===== src/hw/rtl/bbd_pkg.sv =====
// shared types and constants for the banked bus decoder
`timescale 1ns / 1ps

package bbd_pkg;

  // request kinds on the input channel
  typedef enum logic [1:0] {
    CMD_READ   = 2'd0,
    CMD_WRITE  = 2'd1,
    CMD_REPLY  = 2'd2,
    CMD_UNUSED = 2'd3
  } cmd_e;

  // decoded region of a bus access
  typedef enum logic [2:0] {
    REG_RAM  = 3'd0,
    REG_ROM  = 3'd1,
    REG_UART = 3'd2,
    REG_SD   = 3'd3,
    REG_MAP  = 3'd4,
    REG_NONE = 3'd5
  } region_e;

  // chip-select events of the sd port
  typedef enum logic [1:0] {
    CS_NONE  = 2'd0,
    CS_RAISE = 2'd1,
    CS_LOWER = 2'd2
  } cs_e;

  localparam int unsigned PhysW = 20;

  localparam logic [15:0] RomMask    = 16'hF000;
  localparam logic [15:0] WinMask    = 16'hF800;
  localparam logic [15:0] IoBase     = 16'hE000;
  localparam logic [15:0] MapBase    = 16'hE800;
  localparam logic [15:0] IoSelMask  = 16'h0070;
  localparam logic [15:0] UartSel    = 16'h0000;
  localparam logic [15:0] SdSel      = 16'h0010;
  localparam logic [3:0]  IoNibble   = 4'hE;
  localparam logic [7:0]  FloatByte  = 8'hFF;

  // sd port bit positions
  localparam int unsigned SsBit   = 7;
  localparam int unsigned MosiBit = 6;
  localparam int unsigned SckBit  = 5;
  localparam logic [3:0]  BitsPerByte = 4'd8;

  // control from the decoder to the sd port
  typedef struct packed {
    logic       reply_load;
    logic       port_write;
    logic [7:0] wdata;
    logic [7:0] card_byte;
  } sd_req_t;

  // what the sd port reports back for one request
  typedef struct packed {
    cs_e        cs_event;
    logic       spi_valid;
    logic [7:0] spi_byte;
    logic [7:0] port_in;
  } sd_rsp_t;

endpackage


===== src/hw/rtl/bbd_sd_port.sv =====
// bit-bang sd port: latch, chip-select tracking and spi shifters
`timescale 1ns / 1ps

module bbd_sd_port (
  input  logic            clk_i,
  input  logic            rst_ni,
  input  logic            en_i,
  input  bbd_pkg::sd_req_t req_i,
  output bbd_pkg::sd_rsp_t rsp_o
);

  logic [7:0] port_out_q, port_out_d;
  logic [7:0] port_in_q, port_in_d;
  logic [3:0] bit_count_q, bit_count_d;
  logic [7:0] tx_shift_q, tx_shift_d;
  logic [7:0] rx_shift_q, rx_shift_d;

  logic [7:0] delta;
  logic [3:0] count_inc;

  assign delta = req_i.wdata ^ port_out_q;

  always_comb begin
    port_out_d  = port_out_q;
    port_in_d   = port_in_q;
    bit_count_d = bit_count_q;
    tx_shift_d  = tx_shift_q;
    rx_shift_d  = rx_shift_q;
    count_inc   = 4'd0;

    rsp_o.cs_event  = bbd_pkg::CS_NONE;
    rsp_o.spi_valid = 1'b0;
    rsp_o.spi_byte  = 8'd0;
    rsp_o.port_in   = port_in_q;

    if (req_i.reply_load) begin
      rx_shift_d = req_i.card_byte;
    end else if (req_i.port_write) begin
      port_out_d = req_i.wdata;
      if (delta[bbd_pkg::SsBit]) begin
        if (req_i.wdata[bbd_pkg::SsBit]) begin
          // deselect resets the bit counter before any clock edge
          bit_count_d    = 4'd0;
          rsp_o.cs_event = bbd_pkg::CS_RAISE;
        end else begin
          rsp_o.cs_event = bbd_pkg::CS_LOWER;
        end
      end
      if (delta[bbd_pkg::SckBit]) begin
        if (req_i.wdata[bbd_pkg::SckBit]) begin
          tx_shift_d = {tx_shift_q[6:0], req_i.wdata[bbd_pkg::MosiBit]};
          count_inc  = bit_count_d + 4'd1;
          bit_count_d = count_inc;
          if (count_inc == bbd_pkg::BitsPerByte) begin
            rsp_o.spi_valid = 1'b1;
            rsp_o.spi_byte  = tx_shift_d;
            bit_count_d     = 4'd0;
          end
        end else begin
          // falling clock samples the reply into the miso bit
          port_in_d  = {port_in_q[7], rx_shift_q[6], port_in_q[5:0]};
          rx_shift_d = {rx_shift_q[6:0], 1'b1};
        end
      end
    end
  end

  always_ff @(posedge clk_i or negedge rst_ni) begin
    if (!rst_ni) begin
      port_out_q  <= 8'd0;
      port_in_q   <= 8'd0;
      bit_count_q <= 4'd0;
      tx_shift_q  <= 8'd0;
      rx_shift_q  <= 8'd0;
    end else if (en_i) begin
      port_out_q  <= port_out_d;
      port_in_q   <= port_in_d;
      bit_count_q <= bit_count_d;
      tx_shift_q  <= tx_shift_d;
      rx_shift_q  <= rx_shift_d;
    end
  end

endmodule


===== src/hw/rtl/banked_bus_decoder_with_bitbang_spi.sv =====
// top level: banked bus decoder with bit-bang sd port
`timescale 1ns / 1ps

// Decodes CPU bus requests into RAM, ROM, UART, SD port and page register
// accesses, and runs a bit-bang SPI port for an SD card.
// Input channel: in_valid_i / in_stall_o with cmd_i, addr_i, wdata_i,
// debug_read_i and card_byte_i; a request is taken on an edge with valid
// high and stall low. cmd 2 delivers the card's reply byte.
// Output channel: out_valid_o / out_stall_i with one result per request:
// region, physical address, write strobe, local read data, chip-select
// event and any byte clocked out to the card.
// A request sits in the input register and its result leaves from the result
// register. Throughput is one request per cycle while the receiver does not
// stall, set by the single decode-and-update pass. When the receiver stalls,
// the result register holds and the input register still takes one more
// request; stall reaches the sender only when both are full. Page register
// and port state update as a request moves into the result register, so
// requests act strictly in order. Reset clears the page register, port
// latch, shifters and bit counter and empties both registers.

module banked_bus_decoder_with_bitbang_spi #(
  parameter int unsigned PAGE_BITS = 5
) (
  input  logic        clk_i,
  input  logic        rst_ni,
  input  logic        in_valid_i,
  output logic        in_stall_o,
  input  logic [1:0]  cmd_i,
  input  logic [15:0] addr_i,
  input  logic [7:0]  wdata_i,
  input  logic        debug_read_i,
  input  logic [7:0]  card_byte_i,
  output logic        out_valid_o,
  input  logic        out_stall_i,
  output logic [2:0]  region_o,
  output logic [19:0] phys_addr_o,
  output logic        mem_write_o,
  output logic [7:0]  local_rdata_o,
  output logic [1:0]  cs_event_o,
  output logic        spi_valid_o,
  output logic [7:0]  spi_byte_o
);

  localparam int unsigned ExtW = PAGE_BITS + 15 + bbd_pkg::PhysW;

  // input register
  logic        s1_valid_q, s1_valid_d;
  logic [1:0]  cmd_q;
  logic [15:0] addr_q;
  logic [7:0]  wdata_q;
  logic        dbg_q;
  logic [7:0]  card_q;

  // result register
  logic                s2_valid_q, s2_valid_d;
  bbd_pkg::region_e    region_q, region_d;
  logic [19:0]         phys_q, phys_d;
  logic                mw_q, mw_d;
  logic [7:0]          rdata_q, rdata_d;
  bbd_pkg::cs_e        cs_q;
  logic                sv_q;
  logic [7:0]          sb_q;

  logic [PAGE_BITS-1:0] page_q, page_d;

  logic in_take, s2_load, out_take;
  logic [ExtW-1:0] paged_ext;
  logic [19:0]     paged_addr;

  bbd_pkg::sd_req_t sd_req;
  bbd_pkg::sd_rsp_t sd_rsp;

  assign s2_load    = s1_valid_q && (!s2_valid_q || !out_stall_i);
  assign in_stall_o = s1_valid_q && !s2_load;
  assign in_take    = in_valid_i && !in_stall_o;
  assign out_take   = s2_valid_q && !out_stall_i;

  always_comb begin
    s1_valid_d = s1_valid_q;
    if (in_take) begin
      s1_valid_d = 1'b1;
    end else if (s2_load) begin
      s1_valid_d = 1'b0;
    end
    s2_valid_d = s2_valid_q;
    if (s2_load) begin
      s2_valid_d = 1'b1;
    end else if (out_take) begin
      s2_valid_d = 1'b0;
    end
  end

  // page bits above the 20-bit physical space fall away
  assign paged_ext  = {{bbd_pkg::PhysW{1'b0}}, page_q, addr_q[14:0]};
  assign paged_addr = paged_ext[19:0];

  always_comb begin
    region_d = bbd_pkg::REG_NONE;
    phys_d   = 20'd0;
    mw_d     = 1'b0;
    rdata_d  = 8'd0;
    page_d   = page_q;
    sd_req.reply_load = 1'b0;
    sd_req.port_write = 1'b0;
    sd_req.wdata      = wdata_q;
    sd_req.card_byte  = card_q;

    unique case (bbd_pkg::cmd_e'(cmd_q))
      bbd_pkg::CMD_REPLY: begin
        sd_req.reply_load = 1'b1;
      end
      bbd_pkg::CMD_READ: begin
        if (addr_q[15:12] == bbd_pkg::IoNibble && dbg_q) begin
          rdata_d = bbd_pkg::FloatByte;
        end else if ((addr_q & bbd_pkg::RomMask) == bbd_pkg::RomMask) begin
          region_d = bbd_pkg::REG_ROM;
          phys_d   = {8'd0, addr_q[11:0]};
        end else if ((addr_q & bbd_pkg::WinMask) == bbd_pkg::IoBase) begin
          if ((addr_q & bbd_pkg::IoSelMask) == bbd_pkg::UartSel) begin
            region_d = bbd_pkg::REG_UART;
            phys_d   = {17'd0, addr_q[2:0]};
          end else if ((addr_q & bbd_pkg::IoSelMask) == bbd_pkg::SdSel) begin
            region_d = bbd_pkg::REG_SD;
            rdata_d  = sd_rsp.port_in;
          end else begin
            rdata_d = bbd_pkg::FloatByte;
          end
        end else if (addr_q[15]) begin
          // fixed ram, also covers reads of the page register window
          region_d = bbd_pkg::REG_RAM;
          phys_d   = {4'd0, addr_q};
        end else begin
          region_d = bbd_pkg::REG_RAM;
          phys_d   = paged_addr;
        end
      end
      bbd_pkg::CMD_WRITE: begin
        if ((addr_q & bbd_pkg::RomMask) == bbd_pkg::RomMask) begin
          region_d = bbd_pkg::REG_ROM;
          phys_d   = {8'd0, addr_q[11:0]};
        end else if ((addr_q & bbd_pkg::WinMask) == bbd_pkg::IoBase) begin
          if ((addr_q & bbd_pkg::IoSelMask) == bbd_pkg::UartSel) begin
            region_d = bbd_pkg::REG_UART;
            phys_d   = {17'd0, addr_q[2:0]};
            mw_d     = 1'b1;
          end else if ((addr_q & bbd_pkg::IoSelMask) == bbd_pkg::SdSel) begin
            region_d          = bbd_pkg::REG_SD;
            sd_req.port_write = 1'b1;
          end
        end else if ((addr_q & bbd_pkg::WinMask) == bbd_pkg::MapBase) begin
          region_d = bbd_pkg::REG_MAP;
          page_d   = wdata_q[PAGE_BITS-1:0];
        end else if (addr_q[15]) begin
          region_d = bbd_pkg::REG_RAM;
          phys_d   = {4'd0, addr_q};
          mw_d     = 1'b1;
        end else begin
          region_d = bbd_pkg::REG_RAM;
          phys_d   = paged_addr;
          mw_d     = 1'b1;
        end
      end
      default: begin
      end
    endcase
  end

  bbd_sd_port u_sd_port (
    .clk_i  (clk_i),
    .rst_ni (rst_ni),
    .en_i   (s2_load),
    .req_i  (sd_req),
    .rsp_o  (sd_rsp)
  );

  always_ff @(posedge clk_i or negedge rst_ni) begin
    if (!rst_ni) begin
      s1_valid_q <= 1'b0;
      s2_valid_q <= 1'b0;
      page_q     <= '0;
    end else begin
      s1_valid_q <= s1_valid_d;
      s2_valid_q <= s2_valid_d;
      if (s2_load) begin
        page_q <= page_d;
      end
    end
  end

  always_ff @(posedge clk_i) begin
    if (in_take) begin
      cmd_q   <= cmd_i;
      addr_q  <= addr_i;
      wdata_q <= wdata_i;
      dbg_q   <= debug_read_i;
      card_q  <= card_byte_i;
    end
    if (s2_load) begin
      region_q <= region_d;
      phys_q   <= phys_d;
      mw_q     <= mw_d;
      rdata_q  <= rdata_d;
      cs_q     <= sd_rsp.cs_event;
      sv_q     <= sd_rsp.spi_valid;
      sb_q     <= sd_rsp.spi_byte;
    end
  end

  assign out_valid_o   = s2_valid_q;
  assign region_o      = region_q;
  assign phys_addr_o   = phys_q;
  assign mem_write_o   = mw_q;
  assign local_rdata_o = rdata_q;
  assign cs_event_o    = cs_q;
  assign spi_valid_o   = sv_q;
  assign spi_byte_o    = sb_q;

`ifndef SYNTHESIS
  // port activity only ever comes from an sd port request
  assert property (@(posedge clk_i) disable iff (!rst_ni)
    s2_valid_q && (sv_q || cs_q != bbd_pkg::CS_NONE) |-> region_q == bbd_pkg::REG_SD)
    else $error("sd port event outside the sd port region");

  assert property (@(posedge clk_i) disable iff (!rst_ni)
    s2_valid_q && mw_q |-> region_q == bbd_pkg::REG_RAM || region_q == bbd_pkg::REG_UART)
    else $error("write strobe for a region that takes no data");

  // the sender is held off only when both registers are full
  assert property (@(posedge clk_i) disable iff (!rst_ni)
    in_stall_o |-> s1_valid_q && s2_valid_q && out_stall_i)
    else $error("input stalled with room in the pipeline");

  // a request left the input register, so a result must be pending
  assert property (@(posedge clk_i) disable iff (!rst_ni)
    s2_load |=> s2_valid_q)
    else $error("result lost on load");
`endif

endmodule


===== config.mk =====
export PLATFORM = sky130hd
export DESIGN_NAME = banked_bus_decoder_with_bitbang_spi
export DESIGN_NICKNAME = d
export VERILOG_FILES = /design/src/hw/rtl/bbd_pkg.sv /design/src/hw/rtl/bbd_sd_port.sv /design/src/hw/rtl/banked_bus_decoder_with_bitbang_spi.sv
export SDC_FILE = /design/constraint.sdc
export NUM_CORES = 1
export LEC_CHECK = 0
export BUFFER_PORTS_ARGS = -buffer_cell sky130_fd_sc_hd__buf_4
export CORE_MARGIN = 2
export CORE_UTILIZATION = 40
export CTS_CLUSTER_DIAMETER = 80
export DETAILED_ROUTE_END_ITERATION = 7
export SLEW_MARGIN = 20
export SYNTH_ARGS = -nofsm -noshare
export SYNTH_HDL_FRONTEND = slang
export SYNTH_SLANG_ARGS = --single-unit

===== constraint.sdc =====
create_clock -name clk_i -period 2.55 [get_ports clk_i]
set_clock_uncertainty 0.1 [all_clocks]
set_input_delay 0.3825 -clock clk_i [delete_from_list [all_inputs] [get_ports clk_i]]
set_output_delay 0.3825 -clock clk_i [all_outputs]
set_load 0.02 [all_outputs]

# After elaboration in Yosys (flattened, before gate mapping)
# Index checks and enable logic that the tools add are counted.
word_totals:
  ff_bits: 111
  output_inout_bits: 45
op_classes:
  add_sub_neg: 1
  eq_ne: 9
  muxes: 49
  bitwise_logic: 10
  n_reduce_logical: 25
op_table:
  columns: ["operator", "count"]
  rows:
  - ["20-bit two-way mux", 7]
  - ["8-bit two-way mux", 5]
  - ["20-bit case mux with 2 select lines", 1]
  - ["4-bit two-way mux", 7]
  - ["7-bit two-way mux", 4]
  - ["3-bit two-way mux", 9]
  - ["16-bit logical NOT", 1]
  - ["5-bit AND reduction", 3]
  - ["1-bit two-way mux", 13]
  - ["4-bit == test (second input constant)", 3]
  - ["5-bit == test (second input constant)", 2]
  - ["9-bit two-way mux", 1]
  - ["1-bit NOT", 9]
  - ["2-bit nonzero test", 4]
  - ["8-bit bitwise XOR", 1]
  - ["3-bit case mux with 2 select lines", 1]
  - ["1-bit logical AND", 5]
  - ["5-bit OR reduction", 1]
  - ["4-bit by 1-bit adder with 4-bit output (second input constant)", 1]
  - ["1-bit logical NOT", 4]
  - ["4-bit AND reduction", 1]
  - ["4-bit OR reduction", 1]
  - ["3-bit by 1-bit == test with 1-bit output (second input constant)", 1]
  - ["3-bit AND reduction", 1]
  - ["8 further kinds", 8]

# Longest topological paths before layout
# Gate-level depths: netlist of the first run.
logic_depth:
  word_depth: 13
  ltp_mapped: 7

# Modules after synthesis
# From an unflattened synthesis of the first run, not the netlist that was laid out.
unflattened:
  hier_cells: 294
  hier_area_um2: 4388.0
modules_own_cells:
  columns: ["mod", "instances", "cells_each", "area_each_um2", "seq_area_each_um2"]
  rows:
  - ["banked_bus_decoder_with_bitbang_spi", 1, 174, 3136.8, 2517.4]
  - ["bbd_sd_port", 1, 120, 1251.2, 525.5]

# Worst setup path before layout of the first run
# No wires, ideal clock.
synth_path:
  path_type: "register -> register"
  start: "reg s2_valid_q, in the netlist out_valid_o"
  end: "reg u_sd_port.port_out_q[7]"
  setup_ns: 0.125
  t_arrival_ns: 2.045
  path_slack_ns: 0.280
  stages_incl_launch_ff: 7
  n_path_buf: 1
  path_cell_list: "dfrtp_1 > nand2_1 > nand2_1 > inv_2 > and4_2 > clkbuf_1 > mux2_2"
synth_via:
  elab_chain_len: 4
synth_lines:
  columns: ["item", "line_no", "rtl"]
  rows:
  - ["start: declaration", "banked_bus_decoder_with_bitbang_spi.sv:55", "logic s2_valid_q, s2_valid_d;"]
  - ["start signal: assignment", "banked_bus_decoder_with_bitbang_spi.sv:183", "s2_valid_q <= s2_valid_d;"]
  - ["1-bit logical NOT", "banked_bus_decoder_with_bitbang_spi.sv:73", "assign s2_load = s1_valid_q && (!s2_valid_q || !out_stall_i);"]
  - ["1-bit logical OR", "banked_bus_decoder_with_bitbang_spi.sv:73", null]
  - ["1-bit logical AND", "banked_bus_decoder_with_bitbang_spi.sv:73", null]
  - ["net s2_load", "banked_bus_decoder_with_bitbang_spi.sv:66", "logic in_take, s2_load, out_take;"]
  - ["3-bit AND reduction (no line)", null, null]
  - ["end signal: assignment", "bbd_sd_port.sv:76", "port_out_q <= port_out_d;"]
  - ["end: declaration", "bbd_sd_port.sv:12", "logic [7:0] port_out_q, port_out_d;"]
# The timed path passes the listed nets, and every way through them passes these cells.
# A chain may end at the register's enable or synchronous reset.

# Worst setup path in the final report of the first run
layout_path:
  start: "reg wdata_q[5]"
  end: "reg u_sd_port.tx_shift_q[1]"
layout_via:
  elab_chain_len: 2
layout_lines:
  columns: ["item", "line_no", "rtl"]
  rows:
  - ["start: declaration", "banked_bus_decoder_with_bitbang_spi.sv:50", "logic [7:0] wdata_q;"]
  - ["start signal: assignment", "banked_bus_decoder_with_bitbang_spi.sv:194", "wdata_q <= wdata_i;"]
  - ["8-bit bitwise XOR", "bbd_sd_port.sv:21", "assign delta = req_i.wdata ^ port_out_q;"]
  - ["5-bit AND reduction (no line) *", null, null]
  - ["end signal: assignment", "bbd_sd_port.sv:79", "tx_shift_q <= tx_shift_d;"]
  - ["end: declaration", "bbd_sd_port.sv:15", "logic [7:0] tx_shift_q, tx_shift_d;"]
# Every way passes the cells marked *; elsewhere a longest branch is shown, timed or not.

==> flow_summary.json, run 1 <==
{
  "status": "complete, no violations",
  "post_cts_buffers": 0,
  "period_share_pct": 84.4,
  "synth-seq-cells": 99,
  "drive_above_1_share_pct": 37.6,
  "path_cells": "ha_1 -> and2b_2 -> nand2_1 -> or3_1 -> mux2_4",
  "clock-sinks": 99,
  "cp-end-kind": "flip-flop",
  "path_clk_slew_ns": 0.09,
  "tns_ns": 0,
  "worst_ep_required_time_ns": 2.70,
  "synth_ff_type": "edfxtp_1",
  "setup.worst_path.class": "flip-flop to flip-flop",
  "syn_area_per_cell_um2": 15.4,
  "cpPeakStageDelay_ns": 0.52,
  "synth_fa_ha_area_share_pct": 0.321,
  "diodes": 0,
  "path_buf_inv": 0,
  "antenna_found_initial": 0,
  "worst_pin_slew_ns": 0.612,
  "final-setup-viol-count": 0,
  "start_util_pct": 40.5,
  "totalWireLength_um": 6990,
  "report.final.slew_viol_count": 0,
  "track_usage_pct": 14.5,
  "die_w_um": 103,
  "drc": 0,
  "htreeDepth": 3,
  "cap_violations": 0,
  "rows": 36,
  "cts_made_buffers": 9,
  "portBuffers": 82,
  "leakagePower_nw": 2.02,
  "synth_cell_types": 44,
  "intPower_mw": 2.60,
  "die_y_um": 103,
  "dieArea_um2": 10600,
  "dr_total_vias": 2274,
  "final.setup.worst_slack_ns": 0.399,
  "synth_top_family_by_area": "simple AND/OR/NAND/NOR gates",
  "core_um2": 9640,
  "crit_slowest_cell": "or3_1",
  "io_pins": 84,
  "post-place-ws_ns": 0.394,
  "nNetsFinal": 383,
  "power.density_nw_per_um2": 687,
  "cts_tree": "yes",
  "ys_seq_area_share_pct": 72.6,
  "start_kind": "flip-flop",
  "max_freq_ghz": 0.465,
  "synth_compound_area_share_pct": 5.80,
  "synth_edf_count": 71,
  "seq_power_share_pct": 56.8,
  "relSlewSlack_pct": 59.2,
  "synth_top_area_share_pct": 54.6,
  "vias_per_cell": 4.73,
  "pwr-share-comb_pct": 10.7,
  "hold_violations": 0,
  "ant_nets": 0,
  "routabilityCongestion": 0.802,
  "yosysWarnings": 0,
  "clk_latency_ns": 0.35,
  "synthXorXnorAreaFrac_pct": 0,
  "crit_fanout": 8,
  "routedWlPerCell_um": 14.5,
  "hold_class": "input port to flip-flop",
  "rsz0062_at_grt": "false",
  "cts-resized-gates": 0,
  "arrival_ns": 2.30,
  "synth_cells": 254,
  "fin_util_pct": 51.0,
  "synth_mux_area_share_pct": 4.97,
  "cts_buffer_depth": 2,
  "grt.overflow.total": 0,
  "yosysTopAreaCell": "edfxtp_1",
  "cp_top_family": "simple AND/OR/NAND/NOR gates",
  "vdd_drop_max_uv": 352,
  "synthToLayoutAreaGrowth_pct": 25.9,
  "swShare_pct": 22.9,
  "async_flop_share_pct": 28.3,
  "switching_power_uw": 774,
  "clock_power_share_pct": 32.5,
  "grt_pass1_wl_um": 11300,
  "synth.area.top_cells": "edfxtp_1, dfrtp_1, and2_1",
  "grt_max_degree": 29,
  "synthesis.area_um2": 3900,
  "dr.first_iter.drc_count": 122,
  "period_minus_slack_ns": 2.15,
  "synth-simple-area-share_pct": 13.3,
  "root_buffer": "clkbuf_8",
  "syn_nets": 294,
  "dpl.hpwl_um": 4940,
  "firstDrtPassIters": 4,
  "first_global_vias": 2240
}
[worst paths after layout]
kind / startpoint / slack (ns) / endpoint / cells past startpoint
worst max-delay path: wdata_q[5] / 0.40 / u_sd_port.tx_shift_q[1] / 5
worst min-delay path: addr_i[7] / 0.1 / addr_q[7] / 1
worst max register to register: wdata_q[5] / 0.40 / u_sd_port.tx_shift_q[1] / 5
worst min register to register: wdata_q[2] / 0.38 / page_q[2] / 1
max in group asynchronous: rst_ni / 1.70 / page_q[2] / 2
min in group asynchronous: rst_ni / 0.38 / u_sd_port.tx_shift_q[2] / 2
[cell usage after synthesis, types with 5 or more instances]
master,count
inv_1,5
nor2_1,13
mux2_2,7
nand4_1,5
nor4_1,6
and2_1,27
a2bb2oi_1,6
edfxtp_1,71
a21oi_1,8
dfrtp_1,28
o22ai_1,6
clkbuf_1,5
mux2_4,7
buf_4,7
o21ai_0,8
nand2_1,9
[final cells by class]
cell class              instances  area (um^2)
fillers                       859         4730
inverters                       6         22.5
multi-input cells             135          955
flip-flops and latches         99         2830
well taps                     133          166
repair buffers                 92          706
clock inverters                 4         52.6
clock buffers                  12          178
[registers in the layout, summed over array words and instances, names as in the netlist, 2 cells and up]
signal and flops:
cs_event_o 2, u_sd_port.tx_shift_q 7, addr_q 16, page_q 5
local_rdata_o 2, spi_byte_o 8, u_sd_port.port_out_q 2, card_q 7
cmd_q 2, region_o 3, wdata_q 8, u_sd_port.rx_shift_q 7
u_sd_port.bit_count_q 4, phys_addr_o 20
[layout by cell type (no fill, tap or decap), types with 2 or more instances in the layout]
cell type,synthesis,final
nand4_1,5,5
nand2_1,9,9
dfrtp_1,28,28
a2bb2oi_1,6,6
clkbuf_16,0,2
mux2_2,7,7
nand3_1,2,2
nor3b_1,3,3
edfxtp_1,71,71
o21ai_0,8,8
buf_4,7,90
nor2_1,13,13
mux2_4,7,7
o22ai_1,6,6
nand2b_1,4,4
inv_1,5,5
nor4_1,6,6
and2_1,27,26
clkbuf_8,0,9
and4b_1,2,2
a21oi_1,8,8
[through the flow]
stage / power (mW) / instances / hold slack, ns / area (um^2)
CTS: 3.41 / 481 / 0.0836 / 4910
detailed placement: 2.32 / 464 / 0.226 / 4670
finish: 3.38 / 481 / 0.0975 / 4910
floorplan: 2.14 / 254 / -0.0131 / 3900
global route: 3.53 / 481 / 0.0663 / 4910
global placement: 2.31 / 464 / 0.224 / 4670
[logic make-up after synthesis]
logic type	count (synthesis)
AND/OR/NAND/NOR	84
adder cells (fa/ha/maj)	1
AO/OA/AOI/OAI	35
multiplexers	15
flip-flops	99
buffers and inverters	20
[power by group through the flow]
stage | logic [mW] | registers (mW) | clock network [mW]
floorplan | 0.145 | 1.99 | 0
global placement | 0.358 | 1.95 | 0
detailed placement | 0.366 | 1.95 | 0
CTS | 0.368 | 1.92 | 1.13
global route | 0.395 | 1.93 | 1.20
finish | 0.362 | 1.92 | 1.10
[per-layer routing]
metal  global-route usage (%)  part of all wire (%)  wire, um
met5                        0                     0         0
met4                     6.07                   1.9       131
met3                     3.32                   4.7       330
met2                     22.1                    46      3240
met1                     20.1                    47      3290
[timing repair]
| item | in CTS | in global routing |
|---|---|---|
| hold buffers | 1 | 0 |
| hold endpoints to repair | 28 | 0 |
| setup endpoints to repair | 0 | 0 |
Note: power is estimated with default switching activity, not from simulation.
==> run 2, diff against run 1 <==
--- a/config.mk
+++ b/config.mk
@@ -5,6 +5,7 @@
 export SDC_FILE = /design/constraint.sdc
 export NUM_CORES = 1
 export LEC_CHECK = 0
+export ABC_AREA = 1
 export BUFFER_PORTS_ARGS = -buffer_cell sky130_fd_sc_hd__buf_4
 export CORE_MARGIN = 2
 export CORE_UTILIZATION = 40
==> constraint.sdc (replaced) <==
create_clock -name clk_i -period 1.99 [get_ports clk_i]
set_clock_uncertainty 0.1 [all_clocks]
set_input_delay 0.2985 -clock clk_i [delete_from_list [all_inputs] [get_ports clk_i]]
set_output_delay 0.2985 -clock clk_i [all_outputs]
set_load 0.02 [all_outputs]
==> flow_summary.json, run 2 <==
{
  "grt.overflow.total": 0,
  "synth_cells": 358,
  "routedWlPerCell_um": 12.0,
  "dieArea_um2": 11000,
  "synth_ff_type": "edfxtp_1",
  "yosysTopAreaCell": "edfxtp_1",
  "first_global_vias": 2691,
  "firstDrtPassIters": 4,
  "root_buffer": "clkbuf_8",
  "syn_nets": 398,
  "use_met2_pct": 24.5,
  "synth.area.top_cells": "edfxtp_1, dfrtp_1, nand2_1",
  "hold_class": "input port to flip-flop",
  "die_w_um": 105,
  "dp_cells": 574,
  "holdCritStartpoint": "addr_i[6]",
  "synth-seq-cells": 99,
  "grt_max_degree": 35,
  "reg2reg_from": "addr_q[5]",
  "max_freq_ghz": 0.563,
  "crit_fanout": 9,
  "grt_pass1_wl_um": 12600,
  "intPower_mw": 3.74,
  "grt-busiest-layer": "met2",
  "cts_tree": "yes",
  "period_share_pct": 89.3,
  "period_minus_slack_ns": 1.78,
  "most-common-layout-cells": "buf_4, nand2_1, edfxtp_1",
  "worst_pin_slew_ns": 0.378,
  "core_um2": 9820,
  "yosysWarnings": 0,
  "report.final.slew_viol_count": 0,
  "diodes": 0,
  "totalWireLength_um": 7480,
  "track_usage_pct": 14.6,
  "final-setup-viol-count": 0,
  "clk_latency_ns": 0.36,
  "switching_power_mw": 1.21,
  "start_kind": "flip-flop",
  "start_util_pct": 41.4,
  "vdd_drop_max_uv": 387,
  "synth_top_area_share_pct": 52.4,
  "clock-sinks": 99,
  "hold_violations": 0,
  "die_y_um": 105,
  "drc": 0,
  "post_cts_buffers": 0,
  "cts_made_buffers": 9,
  "routabilityCongestion": 0.773,
  "synth_edf_count": 71,
  "htreeDepth": 3,
  "syn_area_per_cell_um2": 11.4,
  "dr_total_vias": 2778,
  "seq_power_share_pct": 51.3,
  "antenna_found_initial": 0,
  "final_common_cell": "buf_4",
  "synth_cell_types": 28,
  "ant_nets": 0,
  "swShare_pct": 24.4,
  "path_clk_slew_ns": 0.09,
  "synthesis.area_um2": 4070,
  "dr.first_iter.drc_count": 105,
  "nNetsFinal": 526,
  "tns_ns": 0,
  "synth_top_cells_by_count": "nand2_1, edfxtp_1, inv_1, nor2_1, dfrtp_1",
  "rows": 36,
  "cap_violations": 0,
  "largest_reg_flops": 20,
  "clock_power_share_pct": 33.8,
  "cp-end-kind": "flip-flop",
  "leakagePower_nw": 2.47,
  "vias_per_cell": 4.45,
  "async_flop_share_pct": 28.3,
  "status": "complete, no violations",
  "synthToLayoutAreaGrowth_pct": 35.2,
  "cts_buffer_depth": 2,
  "pwr-share-comb_pct": 14.9,
  "startpoint": "addr_q[5]",
  "worst_ep_required_time_ns": 2.14,
  "power.density_nw_per_um2": 901,
  "ys_seq_area_share_pct": 69.7,
  "setup.worst_path.class": "flip-flop to flip-flop",
  "synth_most_common_cell": "nand2_1",
  "dpl.hpwl_um": 5190,
  "drive_above_1_share_pct": 27.1,
  "arrival_ns": 1.93,
  "relSlewSlack_pct": 74.8,
  "io_pins": 84,
  "portBuffers": 82,
  "grt_util_met3_pct": 2.93,
  "rsz0062_at_grt": "false",
  "grt_use_met1_pct": 18.1,
  "final_cells": 624
}
-- run 2: worst paths after layout --
path	slack (ns)	end	cells after the start
min reg2reg	0.38	u_sd_port.tx_shift_q[6]	2
min	0.02	addr_q[6]	1
max reg2reg	0.21	u_sd_port.tx_shift_q[3]	8
max	0.21	u_sd_port.tx_shift_q[3]	8
min in group asynchronous	0.28	u_sd_port.tx_shift_q[5]	2
max in group asynchronous	1.21	u_sd_port.port_out_q[5]	2
-- run 2: through the flow --
step	setup slack, ns	util, %	power [mW]	hold WS, ns	area [um^2]
2_1_floorplan	0.0170	-	2.98	-0.0971	4070
3_3_place_gp	0.196	49.6	3.26	0.149	4870
3_5_place_dp	0.143	49.6	3.28	0.147	4870
4_1_cts	0.132	55.7	5.01	0.00443	5470
5_1_grt	0.0321	56.0	5.19	0.00533	5500
6_report	0.213	56.0	4.95	0.0236	5500
-- run 2: critical path, stage by stage (launching register included) --
cell and delay, ns:
edfxtp_1 0.44, nor2_4 0.18, nand2_1 0.14, inv_1 0.17
nand3_2 0.15, nor2_4 0.26, nand2_4 0.11, nand2_1 0.07
nand2_1 0.05
-- run 2: layout make-up --
type | count | area [um^2]
fill | 856 | 4320
sequential | 99 | 2830
timing repair buffer | 124 | 1030
multi-input combinational | 202 | 1000
inverter | 50 | 191
tap | 133 | 166
clock inverter | 7 | 148
clock buffer | 9 | 124
-- run 2: what timing repair did --
action                                  in CTS  in global routing
gates resized for setup                      0                  3
hold buffers                                33                  1
hold endpoints to repair                    60                  1
endpoints found under the setup margin       0                 14
-- run 2: per-layer routing --
layer / vias up / wire length, um / share of wire (%)
met1: 1261 / 3270 / 44
li1: 1428 / - / -
met4: 0 / 136 / 1.8
met5: - / 0 / 0
met2: 80 / 3730 / 50
met3: 9 / 345 / 4.6
-- run 2: power by group through the flow --
| stage | logic, mW | clock network [mW] | registers, mW |
|---|---|---|---|
| floorplan | 0.302 | 0 | 2.68 |
| global placement | 0.678 | 0 | 2.59 |
| detailed placement | 0.691 | 0 | 2.59 |
| CTS | 0.745 | 1.72 | 2.54 |
| global route | 0.811 | 1.81 | 2.57 |
| finish | 0.736 | 1.67 | 2.54 |
-- run 2: cell families after synthesis --
group                    after synthesis  synth area share, %
AND/OR/NAND/NOR                      182                 21.2
flip-flops                            99                 69.7
buffers and inverters                 57                 5.91
adder cells (fa/ha/maj)                1                0.308
AO/OA/AOI/OAI                         19                 2.86
